File: src/rtl/wrld_pkg.sv
// Package for the word run-length decoder: phase and status codes,
// result record, capacity constants. No dependencies.
package wrld_pkg;

  localparam int unsigned WordW   = 16;
  localparam int unsigned CapW    = 22;
  localparam int unsigned OffW    = 21;
  localparam int unsigned CntW    = 15;
  localparam int unsigned StatW   = 2;
  localparam int unsigned DataW   = 56;  // status + offset + value + count, padded to bytes
  localparam int unsigned AddrW   = 3;

  localparam logic [CapW-1:0]  MaxCapacity = 22'd2097152;
  localparam logic [WordW-1:0] EndMarker   = 16'hFFFF;
  localparam logic [WordW-1:0] VersionZero = 16'h0000;
  localparam logic [AddrW-1:0] CapAddr     = 3'd0;

  typedef enum logic [2:0] {
    PH_VERSION = 3'd0,
    PH_DESC    = 3'd1,
    PH_RUNVAL  = 3'd2,
    PH_LITERAL = 3'd3,
    PH_DISCARD = 3'd4
  } phase_t;

  typedef enum logic [StatW-1:0] {
    ST_OK        = 2'd0,
    ST_TOO_SMALL = 2'd1,
    ST_CORRUPT   = 2'd2
  } status_t;

  typedef struct packed {
    logic            kind;
    status_t         status;
    logic [OffW-1:0] write_offset;
    logic [WordW-1:0] write_value;
    logic [CntW-1:0] repeat_count;
  } result_t;

  typedef struct packed {
    phase_t          phase;
    logic [CapW-1:0] write_position;
  } dec_status_t;

endpackage

File: src/rtl/word_rle_decoder_core.sv
// Top level of the word run-length decoder: configuration port, decoder
// state machine and result buffer. Depends on wrld_pkg and its submodules.
//
// One compressed 16-bit word enters per in_ transfer, with in_tlast marking
// the last available word. A stream is a zero version word, then run and
// literal descriptors, closed by 0xFFFF. Each word yields at most one
// result on the out_ channel: a write command (out_tuser low) or a stream
// status (out_tuser high; 0 ok, 1 destination too small, 2 corrupt).
// Each result is registered in the result buffer (or its skid entry) before it
// is presented. Throughput is one word per cycle while in_tready is high,
// set by the state update in the decoder.
// When the receiver stalls, one more result goes into a skid entry; in_tready
// drops only while that entry is full.
// Reset (rst_n low, synchronous) empties the buffer, sets the decoder to
// expect a version word and the capacity register to 2097152 words.
// capacity_words lies at address 0; the user must write it only while idle, as the block does not enforce this.
module word_rle_decoder_core import wrld_pkg::*; (
  input  logic             clk,
  input  logic             rst_n,
  input  logic             in_tvalid,
  output logic             in_tready,
  input  logic [WordW-1:0] in_tdata,   // [15:0] stream_word
  input  logic             in_tlast,   // end_of_stream
  output logic             out_tvalid,
  input  logic             out_tready,
  output logic [DataW-1:0] out_tdata,  // [1:0] status, [22:2] write_offset,
                                       // [38:23] write_value, [53:39] repeat_count
  output logic             out_tuser,  // [0] kind
  input  logic             cfg_psel,
  input  logic             cfg_penable,
  input  logic             cfg_pwrite,
  input  logic [AddrW-1:0] cfg_paddr,
  input  logic [31:0]      cfg_pwdata,
  output logic [31:0]      cfg_prdata,
  output logic             cfg_pready
);

  logic            accept;
  logic [CapW-1:0] capacity;
  logic            res_valid;
  result_t         res;
  dec_status_t     dstat;
  logic            can_push;
  result_t         out_res;
  logic            skid_full;

  wrld_cfg u_cfg (
    .clk      (clk),
    .rst_n    (rst_n),
    .psel     (cfg_psel),
    .penable  (cfg_penable),
    .pwrite   (cfg_pwrite),
    .paddr    (cfg_paddr),
    .pwdata   (cfg_pwdata),
    .prdata   (cfg_prdata),
    .pready   (cfg_pready),
    .capacity (capacity)
  );

  assign in_tready = can_push;
  assign accept    = in_tvalid && can_push;

  wrld_decode u_decode (
    .clk       (clk),
    .rst_n     (rst_n),
    .accept    (accept),
    .word      (in_tdata),
    .eos       (in_tlast),
    .capacity  (capacity),
    .res_valid (res_valid),
    .res       (res),
    .dstat     (dstat)
  );

  wrld_outbuf u_outbuf (
    .clk       (clk),
    .rst_n     (rst_n),
    .push      (res_valid),
    .push_data (res),
    .can_push  (can_push),
    .out_valid (out_tvalid),
    .out_ready (out_tready),
    .out_data  (out_res),
    .skid_full (skid_full)
  );

  assign out_tuser = out_res.kind;
  assign out_tdata = {2'b00, out_res.repeat_count, out_res.write_value,
                      out_res.write_offset, out_res.status};

  // The skid entry only fills behind a stalled result.
  a_skid_behind_out: assert property (@(posedge clk) disable iff (!rst_n)
    skid_full |-> out_tvalid)
    else $error("skid entry holds a result while the output register is empty");

  // The last word of a discarded stream rearms the version check.
  a_discard_ends: assert property (@(posedge clk) disable iff (!rst_n)
    (accept && in_tlast && dstat.phase == PH_DISCARD) |=> dstat.phase == PH_VERSION)
    else $error("discard did not end on the last word");

  // Writes never run past the largest destination.
  a_pos_bound: assert property (@(posedge clk) disable iff (!rst_n)
    dstat.write_position <= MaxCapacity)
    else $error("write position beyond maximum capacity");

  // A status result always resets the decoder out of the literal and run phases.
  a_status_exits: assert property (@(posedge clk) disable iff (!rst_n)
    (res_valid && res.kind) |=> (dstat.phase == PH_VERSION || dstat.phase == PH_DISCARD))
    else $error("status result left the decoder inside a stream");

endmodule

File: src/rtl/wrld_cfg.sv
// Configuration register file: APB-style access to capacity_words.
// Depends on wrld_pkg.
module wrld_cfg import wrld_pkg::*; (
  input  logic             clk,
  input  logic             rst_n,
  input  logic             psel,
  input  logic             penable,
  input  logic             pwrite,
  input  logic [AddrW-1:0] paddr,
  input  logic [31:0]      pwdata,
  output logic [31:0]      prdata,
  output logic             pready,
  output logic [CapW-1:0]  capacity
);

  logic [CapW-1:0] cap_r;
  logic [CapW-1:0] cap_nxt;

  assign pready = 1'b1;

  always_comb begin
    cap_nxt = cap_r;
    if (psel && penable && pwrite && pready && (paddr == CapAddr)) begin
      cap_nxt = pwdata[CapW-1:0];
    end
  end

  always_ff @(posedge clk) begin
    if (!rst_n) begin
      cap_r <= MaxCapacity;
    end else begin
      cap_r <= cap_nxt;
    end
  end

  always_comb begin
    prdata = 32'd0;
    if (paddr == CapAddr) begin
      prdata = {{(32-CapW){1'b0}}, cap_r};
    end
  end

  assign capacity = cap_r;

endmodule

File: src/rtl/wrld_decode.sv
// Decoder state machine: phase, words left and write position, updated once
// per accepted word, with the result it causes. Depends on wrld_pkg.
module wrld_decode import wrld_pkg::*; (
  input  logic              clk,
  input  logic              rst_n,
  input  logic              accept,
  input  logic [WordW-1:0]  word,
  input  logic              eos,
  input  logic [CapW-1:0]   capacity,
  output logic              res_valid,
  output result_t           res,
  output dec_status_t       dstat
);

  phase_t          phase_r, phase_nxt;
  logic [CntW-1:0] left_r, left_nxt;
  logic [CapW-1:0] pos_r, pos_nxt;

  logic [CapW-1:0] cap;
  logic [CntW-1:0] cnt;
  logic [CapW:0]   end_pos;
  logic            too_big;
  logic [CntW-1:0] left_dec;

  always_comb begin
    cap      = (capacity > MaxCapacity) ? MaxCapacity : capacity;
    cnt      = word[CntW-1:0];
    end_pos  = {1'b0, pos_r} + {{(CapW+1-CntW){1'b0}}, cnt};
    too_big  = end_pos > {1'b0, cap};
    left_dec = left_r - {{(CntW-1){1'b0}}, 1'b1};
  end

  // Next state.
  always_comb begin
    phase_nxt = phase_r;
    left_nxt  = left_r;
    pos_nxt   = pos_r;
    if (accept) begin
      case (phase_r)
        PH_VERSION: begin
          if (word != VersionZero || eos) begin
            phase_nxt = eos ? PH_VERSION : PH_DISCARD;
            left_nxt  = '0;
          end else begin
            pos_nxt   = '0;
            left_nxt  = '0;
            phase_nxt = PH_DESC;
          end
        end
        PH_DESC: begin
          if (word == EndMarker || eos) begin
            phase_nxt = PH_VERSION;
            left_nxt  = '0;
          end else if (too_big) begin
            phase_nxt = PH_DISCARD;
            left_nxt  = '0;
          end else begin
            left_nxt = cnt;
            if (word[WordW-1]) begin
              phase_nxt = PH_RUNVAL;
            end else begin
              phase_nxt = (cnt != '0) ? PH_LITERAL : PH_DESC;
            end
          end
        end
        PH_RUNVAL: begin
          left_nxt = '0;
          if (eos) begin
            phase_nxt = PH_VERSION;
          end else begin
            pos_nxt   = pos_r + {{(CapW-CntW){1'b0}}, left_r};
            phase_nxt = PH_DESC;
          end
        end
        PH_LITERAL: begin
          if (eos) begin
            phase_nxt = PH_VERSION;
            left_nxt  = '0;
          end else begin
            pos_nxt  = pos_r + {{(CapW-1){1'b0}}, 1'b1};
            left_nxt = left_dec;
            if (left_dec == '0) begin
              phase_nxt = PH_DESC;
            end
          end
        end
        PH_DISCARD: begin
          if (eos) begin
            phase_nxt = PH_VERSION;
            left_nxt  = '0;
          end
        end
        default: begin
          phase_nxt = PH_VERSION;
          left_nxt  = '0;
        end
      endcase
    end
  end

  // Result of the current word.
  always_comb begin
    res_valid = 1'b0;
    res       = '0;
    if (accept) begin
      case (phase_r)
        PH_VERSION: begin
          if (word != VersionZero || eos) begin
            res_valid  = 1'b1;
            res.kind   = 1'b1;
            res.status = ST_CORRUPT;
          end
        end
        PH_DESC: begin
          if (word == EndMarker) begin
            res_valid  = 1'b1;
            res.kind   = 1'b1;
            res.status = ST_OK;
          end else if (eos) begin
            res_valid  = 1'b1;
            res.kind   = 1'b1;
            res.status = ST_CORRUPT;
          end else if (too_big) begin
            res_valid  = 1'b1;
            res.kind   = 1'b1;
            res.status = ST_TOO_SMALL;
          end
        end
        PH_RUNVAL: begin
          if (eos) begin
            res_valid  = 1'b1;
            res.kind   = 1'b1;
            res.status = ST_CORRUPT;
          end else if (left_r != '0) begin
            res_valid        = 1'b1;
            res.write_offset = pos_r[OffW-1:0];
            res.write_value  = word;
            res.repeat_count = left_r;
          end
        end
        PH_LITERAL: begin
          res_valid = 1'b1;
          if (eos) begin
            res.kind   = 1'b1;
            res.status = ST_CORRUPT;
          end else begin
            res.write_offset = pos_r[OffW-1:0];
            res.write_value  = word;
            res.repeat_count = {{(CntW-1){1'b0}}, 1'b1};
          end
        end
        default: begin
          res_valid = 1'b0;
        end
      endcase
    end
  end

  always_ff @(posedge clk) begin
    if (!rst_n) begin
      phase_r <= PH_VERSION;
      left_r  <= '0;
      pos_r   <= '0;
    end else begin
      phase_r <= phase_nxt;
      left_r  <= left_nxt;
      pos_r   <= pos_nxt;
    end
  end

  assign dstat.phase          = phase_r;
  assign dstat.write_position = pos_r;

endmodule

File: src/rtl/wrld_outbuf.sv
// Result register with one skid entry, so a stalled receiver does not stop
// the input side until the skid entry fills. Depends on wrld_pkg.
module wrld_outbuf import wrld_pkg::*; (
  input  logic    clk,
  input  logic    rst_n,
  input  logic    push,
  input  result_t push_data,
  output logic    can_push,
  output logic    out_valid,
  input  logic    out_ready,
  output result_t out_data,
  output logic    skid_full
);

  logic    out_valid_r, out_valid_nxt;
  logic    skid_valid_r, skid_valid_nxt;
  result_t out_r, out_nxt;
  result_t skid_r, skid_nxt;

  always_comb begin
    out_valid_nxt  = out_valid_r;
    skid_valid_nxt = skid_valid_r;
    out_nxt        = out_r;
    skid_nxt       = skid_r;
    if (!out_valid_r || out_ready) begin
      if (skid_valid_r) begin
        out_nxt        = skid_r;
        out_valid_nxt  = 1'b1;
        skid_valid_nxt = 1'b0;
      end else begin
        out_nxt       = push_data;
        out_valid_nxt = push;
      end
    end else if (push) begin
      skid_nxt       = push_data;
      skid_valid_nxt = 1'b1;
    end
  end

  always_ff @(posedge clk) begin
    if (!rst_n) begin
      out_valid_r  <= 1'b0;
      skid_valid_r <= 1'b0;
    end else begin
      out_valid_r  <= out_valid_nxt;
      skid_valid_r <= skid_valid_nxt;
    end
  end

  always_ff @(posedge clk) begin
    out_r  <= out_nxt;
    skid_r <= skid_nxt;
  end

  assign can_push  = !skid_valid_r;
  assign out_valid = out_valid_r;
  assign out_data  = out_r;
  assign skid_full = skid_valid_r;

endmodule
File: config.mk
export PLATFORM = sky130hd
export DESIGN_NAME = word_rle_decoder_core
export DESIGN_NICKNAME = d
export VERILOG_FILES = /design/src/rtl/wrld_pkg.sv /design/src/rtl/word_rle_decoder_core.sv /design/src/rtl/wrld_cfg.sv /design/src/rtl/wrld_decode.sv /design/src/rtl/wrld_outbuf.sv
export SDC_FILE = /design/constraint.sdc
export NUM_CORES = 1
export LEC_CHECK = 0
export ABC_CLOCK_PERIOD_IN_PS = 5500
export BUFFER_PORTS_ARGS = -buffer_cell sky130_fd_sc_hd__buf_2
export CORE_MARGIN = 2
export CORE_UTILIZATION = 52
export CTS_BUF_LIST = sky130_fd_sc_hd__clkbuf_16
export CTS_CLUSTER_SIZE = 10
export DETAILED_ROUTE_END_ITERATION = 12
export MAX_ROUTING_LAYER = met4
export PLACE_DENSITY = 0.83
export SLEW_MARGIN = 5
export SYNTH_ARGS = -nofsm -noshare
export SYNTH_HDL_FRONTEND = slang
export SYNTH_SLANG_ARGS = --single-unit
File: constraint.sdc
create_clock -name clk -period 5.5 [get_ports clk]
set_clock_uncertainty 0.15 [all_clocks]
set_input_delay 0.55 -clock clk [delete_from_list [all_inputs] [get_ports clk]]
set_output_delay 0.55 -clock clk [all_outputs]
set_load 0.005 [all_outputs]
# Yosys cells after proc, flatten, opt, wreduce, memory -nomap -nowiden
# Cells that the tools add are included.
# W data, S select, Z words.
# classes
mux,43
n_eq_ne,10
addsub,4
n_bitwise,2
magnitude_cmp,2
reduce_logical,22
# op_table
cell,n
$mux W52,3
$mux W22,5
$mux W55,2
$pmux W52 S2,1
$pmux W22 S3,1
$mux W15,4
$pmux W15 S3,1
$mux W3,13
$reduce_bool A15 Y1,2
$add A22 B15 Y23,1
$gt A23 B22 Y1,1
$add A22 B1 Y22 const B,1
$add A22 B15 Y22,1
$gt A22 B22 Y1 const B,1
$eq A16 B16 Y1 const B,1
$reduce_bool A16 Y1,1
$logic_not A15 Y1,1
$pmux W3 S5,1
$sub A15 B1 Y15 const B,1
$mux W1,9
$pmux W3 S3,1
$ne A2 B2 Y1 const B,4
$eq A3 B2 Y1 const B,2
$logic_not A3 Y1,2
14 further kinds,23
# word_totals
in_bits,59
out_inout_bits,92
wordCells,99
ff_bits,174

# Depth between registers and ports, before layout
# logic_depth
word_depth,9
depth_mapped,20
mapped_depth_nobuf,19

# By module
# From an unflattened synthesis, not the netlist that was laid out.
# unflattened
cells_unflattened,1011
hier_area_um2,10347.4
# by_module_without_submodules
mod,area_per_inst_um2,seq_area_each_um2,instances,cells_per_inst
wrld_decode,4989.8,800.8,1,691
wrld_outbuf,4164.0,3343.2,1,180
wrld_cfg,1168.6,440.4,1,136
word_rle_decoder_core,25.0,0.0,1,4

# Worst setup path after synthesis
# No wires, ideal clock.
# synth_path
kind,input to register
from,input port in_tdata[0]
to,register u_outbuf.skid_r[0] (netlist bit) (enable)
required_ps,4932
n_path_buf,0
path_slack_ps,8
stages,19
arrival_time_ps,4923
setup_time_ps,418
cell_sequence,ha_1 > fa_1 > a211oi_1 > o21ai_0 > a21oi_2 > a211oi_1 > o21ai_0 > a21bo_2 > a21boi_0 > xor2_1 > ha_1 > a21o_1 > a21oi_1 > o221ai_1 > a22o_1 > a31o_2 > nor2_1 > a31oi_1 > and2_1
# synth_between
elab_chain_len,8
word_cells_on_any_way,12
cone_classes,add/sub: 1; order compare: 1; eq/ne: 1; mux: 6; reduce/logical: 3
# synth_rtl
element,line,rtl
from (decl),word_rle_decoder_core.sv:22,"input logic [WordW-1:0] in_tdata,"
$add A22 B15 Y23,wrld_decode.sv:28,"end_pos = {1'b0, pos_r} + {{(CapW+1-CntW){1'b0}}, cnt};"
$gt A23 B22 Y1,wrld_decode.sv:29,"too_big = end_pos > {1'b0, cap};"
$mux W1,wrld_decode.sv:123,end else if (too_big) begin
$mux W1,wrld_decode.sv:119,end else if (eos) begin
$mux W1,wrld_decode.sv:115,if (word == EndMarker) begin
$pmux W1 S4 *,wrld_decode.sv:106,case (phase_r)
$mux W1 *,wrld_decode.sv:105,if (accept) begin
$reduce_and A2 Y1 (no line) *,-,
to (signal assigned),wrld_outbuf.sv:52,skid_r <= skid_nxt;
to (decl),wrld_outbuf.sv:18,"result_t skid_r, skid_nxt;"
# Every way passes the cells marked *; elsewhere a longest branch is shown, timed or not.
# A chain may end at the register's enable or synchronous reset.

# Worst setup path after layout
# layout_path
from,register u_decode.pos_r[0]
to,"register u_outbuf.out_r (netlist bit u_outbuf.out_data[54]), data pin"
# layout_between
elab_chain_len,8
# layout_rtl
element,line,rtl
from (decl),wrld_decode.sv:17,"logic [CapW-1:0] pos_r, pos_nxt;"
from (signal assigned),wrld_decode.sv:167,pos_r <= pos_nxt;
$add A22 B15 Y23,wrld_decode.sv:28,
$gt A23 B22 Y1,wrld_decode.sv:29,
$mux W3,wrld_decode.sv:123,
$mux W3,wrld_decode.sv:119,
$mux W3,wrld_decode.sv:115,
$pmux W3 S3,wrld_decode.sv:106,
$mux W55,wrld_decode.sv:105,
$mux W55,wrld_outbuf.sv:26,if (skid_valid_r) begin
to (signal assigned),wrld_outbuf.sv:51,out_r <= out_nxt;
to (decl),wrld_outbuf.sv:17,"result_t out_r, out_nxt;"
# Every way passes these cells.

==> run metrics <==
status=complete, no violations; CTS Hold Buffers Added=0; max-cap violations=0; Synth Flop Type=edfxtp_1; Slew Limit Fails=0; clock tree root driver cell=clkbuf_16; Boundary Pins=151; 1st-iter DRT viols=686; Crit Path Max Fanout=4; Worst Path Class, Setup=reg -> reg; async set or reset register ratio after synthesis=0%; grt ovf=0; share of cells above drive strength 1=19.13%; Setup violations, final=0; crit-path cells=ha_1 -> fa_1 -> a211oi_1 -> o21ai_0 -> a21oi_2 -> a211oi_1 -> o21ai_0 -> a21bo_2 -> a21boi_0 -> xor2_1 -> ha_1 -> nand4_1 -> nor2_1 -> nand4_1 -> a22o_1 -> a31o_2 -> or2_1 -> or4_1 -> a22o_1; critical path buffer and inverter count=0; yosys warns=0; Netlist Area Pre-Place=0.009767 mm²; Leakage=5.040 nW; Synth Area per Inst=10.14 µm²; Initial Utilization=52.57%; Die ar.=0.01990 mm²; RSZ-0062 raised after global routing=false; fin cells=1,316; reg-to-reg critical path startpoint=u_decode.pos_r[0]; first-pass GRT wire length=36.96 mm; Core Area=0.01858 mm²; Critical Path Sink Type=flop; Placed Instances=1,284; TritonCTS clock tree=yes; vias per inst=5.866; clock slew at reported path FFs=0.07 ns; Die H=141.1 µm; total CTS buffers=17; largest net degree at the start of global routing=64; cell taking the most area after synthesis=edfxtp_1; Vias=7,719; period utilisation layout=92.84%; Peak VDD IR=0.1972 mV; n_diodes=0; CP peak stage delay=0.43 ns; EDFF count, synth=110; CP startpoint kind=flop; synth-to-layout area growth=14.00%; Hold Slack=0.1955 ns; nets=1,184; Slew Limit Headroom=19.66%; PnR Total Power=2.960 mW; Worst Path Arrival=5.15 ns; final WL=22.64 mm; post-CTS setup buffers=0; Bufs on Longest Clock Path=2; most common cell in the netlist=edfxtp_1; first-pass iteration count of the detailed router=5; Fin. Hold Viols=0; Yosys cell types=73; post-route minimum period=5.106 ns; CTS-repair resized insts=0; row count=50; DRC Markers=0; Fin Setup TNS=0 ns; Area contributors post-synth=edfxtp_1 (34%), dfxtp_1 (13%), ha_1 (6.9%), a21o_1 (4.7%), nand2_1 (3.7%); Tightest Pin Transition=1.205 ns; initial antenna violation count=0; CP required=5.54 ns; post-detail-place hpwl=16.07 mm; critical path's top delay family=compound AO/OA/AOI/OAI gates; Worst-Skew Late Latency=0.44 ns; Cells after Synth=963; Final ANT Viol Nets=0; sequential area share after synthesis=46.94%; f_max=0.1958 GHz; Worst Hold Class=in -> reg; Yosys reg bits=174; GRT Util Overall=23.87%; DIE WIDTH=141.1 µm; routed len/inst=17.20 µm; Sink Count=174; beginning of the worst hold path=cfg_pwdata[21]; number of global-route vias before repair=7,426; top cell type's share of synthesized area=33.82%; Port Buf Inserts=127; Post-synth top cells=edfxtp_1 (110), nand2_1 (97), dfxtp_1 (64), a21o_1 (61), and2_1 (55); H-tree level count=4; RD Place Congestion=0.9180; slowest stage cell on the critical path=fa_1; Power Density=265.9 mW/mm²; CP startpoint=u_decode.pos_r[0]
-- cell usage in the layout, fill, tap and decap left out, types with 6 or more instances in the layout --
cell type,synthesis,routed
and2_4,20,20
or3_1,6,6
dfxtp_1,64,63
o21ai_0,39,39
a21oi_1,39,39
o31ai_1,8,8
buf_4,14,6
nor2b_1,24,24
o211ai_1,6,6
nand2_1,97,97
a21boi_0,24,24
buf_2,7,127
nor4_1,14,14
edfxtp_1,110,110
and2_1,55,54
nor2_1,52,52
xnor2_1,21,21
ha_1,54,54
o21a_1,7,7
a211oi_1,11,11
a22o_1,14,14
clkbuf_16,0,17
inv_1,20,19
a22oi_1,11,11
nor3_1,13,13
and3_1,18,18
nand3_1,10,10
xor2_1,11,11
conb_1,2,13
nand4_1,15,15
a21o_1,61,61
and4_1,7,7
-- final cells by class --
class	instances	area (µm²)
Fill cell	1537	7446
Multi-Input combinational cell	721	4830
Sequential cell	174	4586
Timing Repair Buffer	135	720.7
Clock buffer	17	425.4
Tap cell	234	292.8
Clock inverter	15	205.2
Inverter	20	75.07
-- logic make-up (layout without fill, tap and decap cells) --
family	Yosys count	count (layout)	share of synthesized area, %
other	2	13	0.07689
AO/OA/AOI/OAI	258	258	18.31
buffers and inverters	79	187	4.048
adder cells (fa/ha/maj)	56	56	7.328
AND/OR/NAND/NOR	362	362	20.43
flip-flops	174	174	46.94
XOR/XNOR	32	32	2.870
-- stage by stage --
| stage | utilization, % | area [µm²] | worst slack (ns) |
|---|---|---|---|
| 2_1_floorplan | - | 9808 | 0.008359 |
| 3_3_place_gp | 56.53 | 10500 | 0.2463 |
| 3_5_place_dp | 56.53 | 10500 | 0.1576 |
| 4_1_cts | 59.93 | 11130 | 0.4584 |
| 5_1_grt | 59.93 | 11130 | 0.06553 |
| 6_report | 59.93 | 11130 | 0.3937 |
-- final timing paths --
path                      endpoint  slack [ns]  depth (start not counted)
max reg2reg  u_outbuf.out_data[54]        0.39                         19
min reg2reg     u_decode.pos_r[21]        0.35                          2
min             u_cfg.capacity[21]        0.20                          3
max          u_outbuf.out_data[54]        0.39                         19
-- tightest hold or removal path: cells and delay by family --
family          cells  cell delay, ns
buf+inv             1            0.08
compound gates      1            0.07
simple gates        1            0.04
-- layer usage --
layer | routed length (µm) | vias to the layer above | global-route usage, % | share of wire (%)
li1 | - | 3736 | - | -
met1 | 10090 | 3630 | 30.75 | 45
met2 | 10490 | 307 | 37.64 | 46
met3 | 1458 | 46 | 4.688 | 6.4
met4 | 599 | 0 | 8.895 | 2.6
met5 | 0 | - | - | 0
-- state kept, by name, summed over array words and instances, names as in the netlist --
name	cells
u_cfg.capacity	22
u_decode.left_r	15
u_decode.phase_r	3
u_decode.pos_r	22
u_outbuf.out_data	55
u_outbuf.out_valid	1
u_outbuf.skid_full	1
u_outbuf.skid_r	55
-- where the power goes --
group | internal (mW) | switching, mW | leakage, nW
Combinational | 0.0833 | 0.128 | 3.13
Sequential | 1.43 | 0.0179 | 1.60
Clock | 0.734 | 0.566 | 0.308
Total | 2.25 | 0.712 | 5.04
No activity file was read; power rests on OpenSTA's default activity.
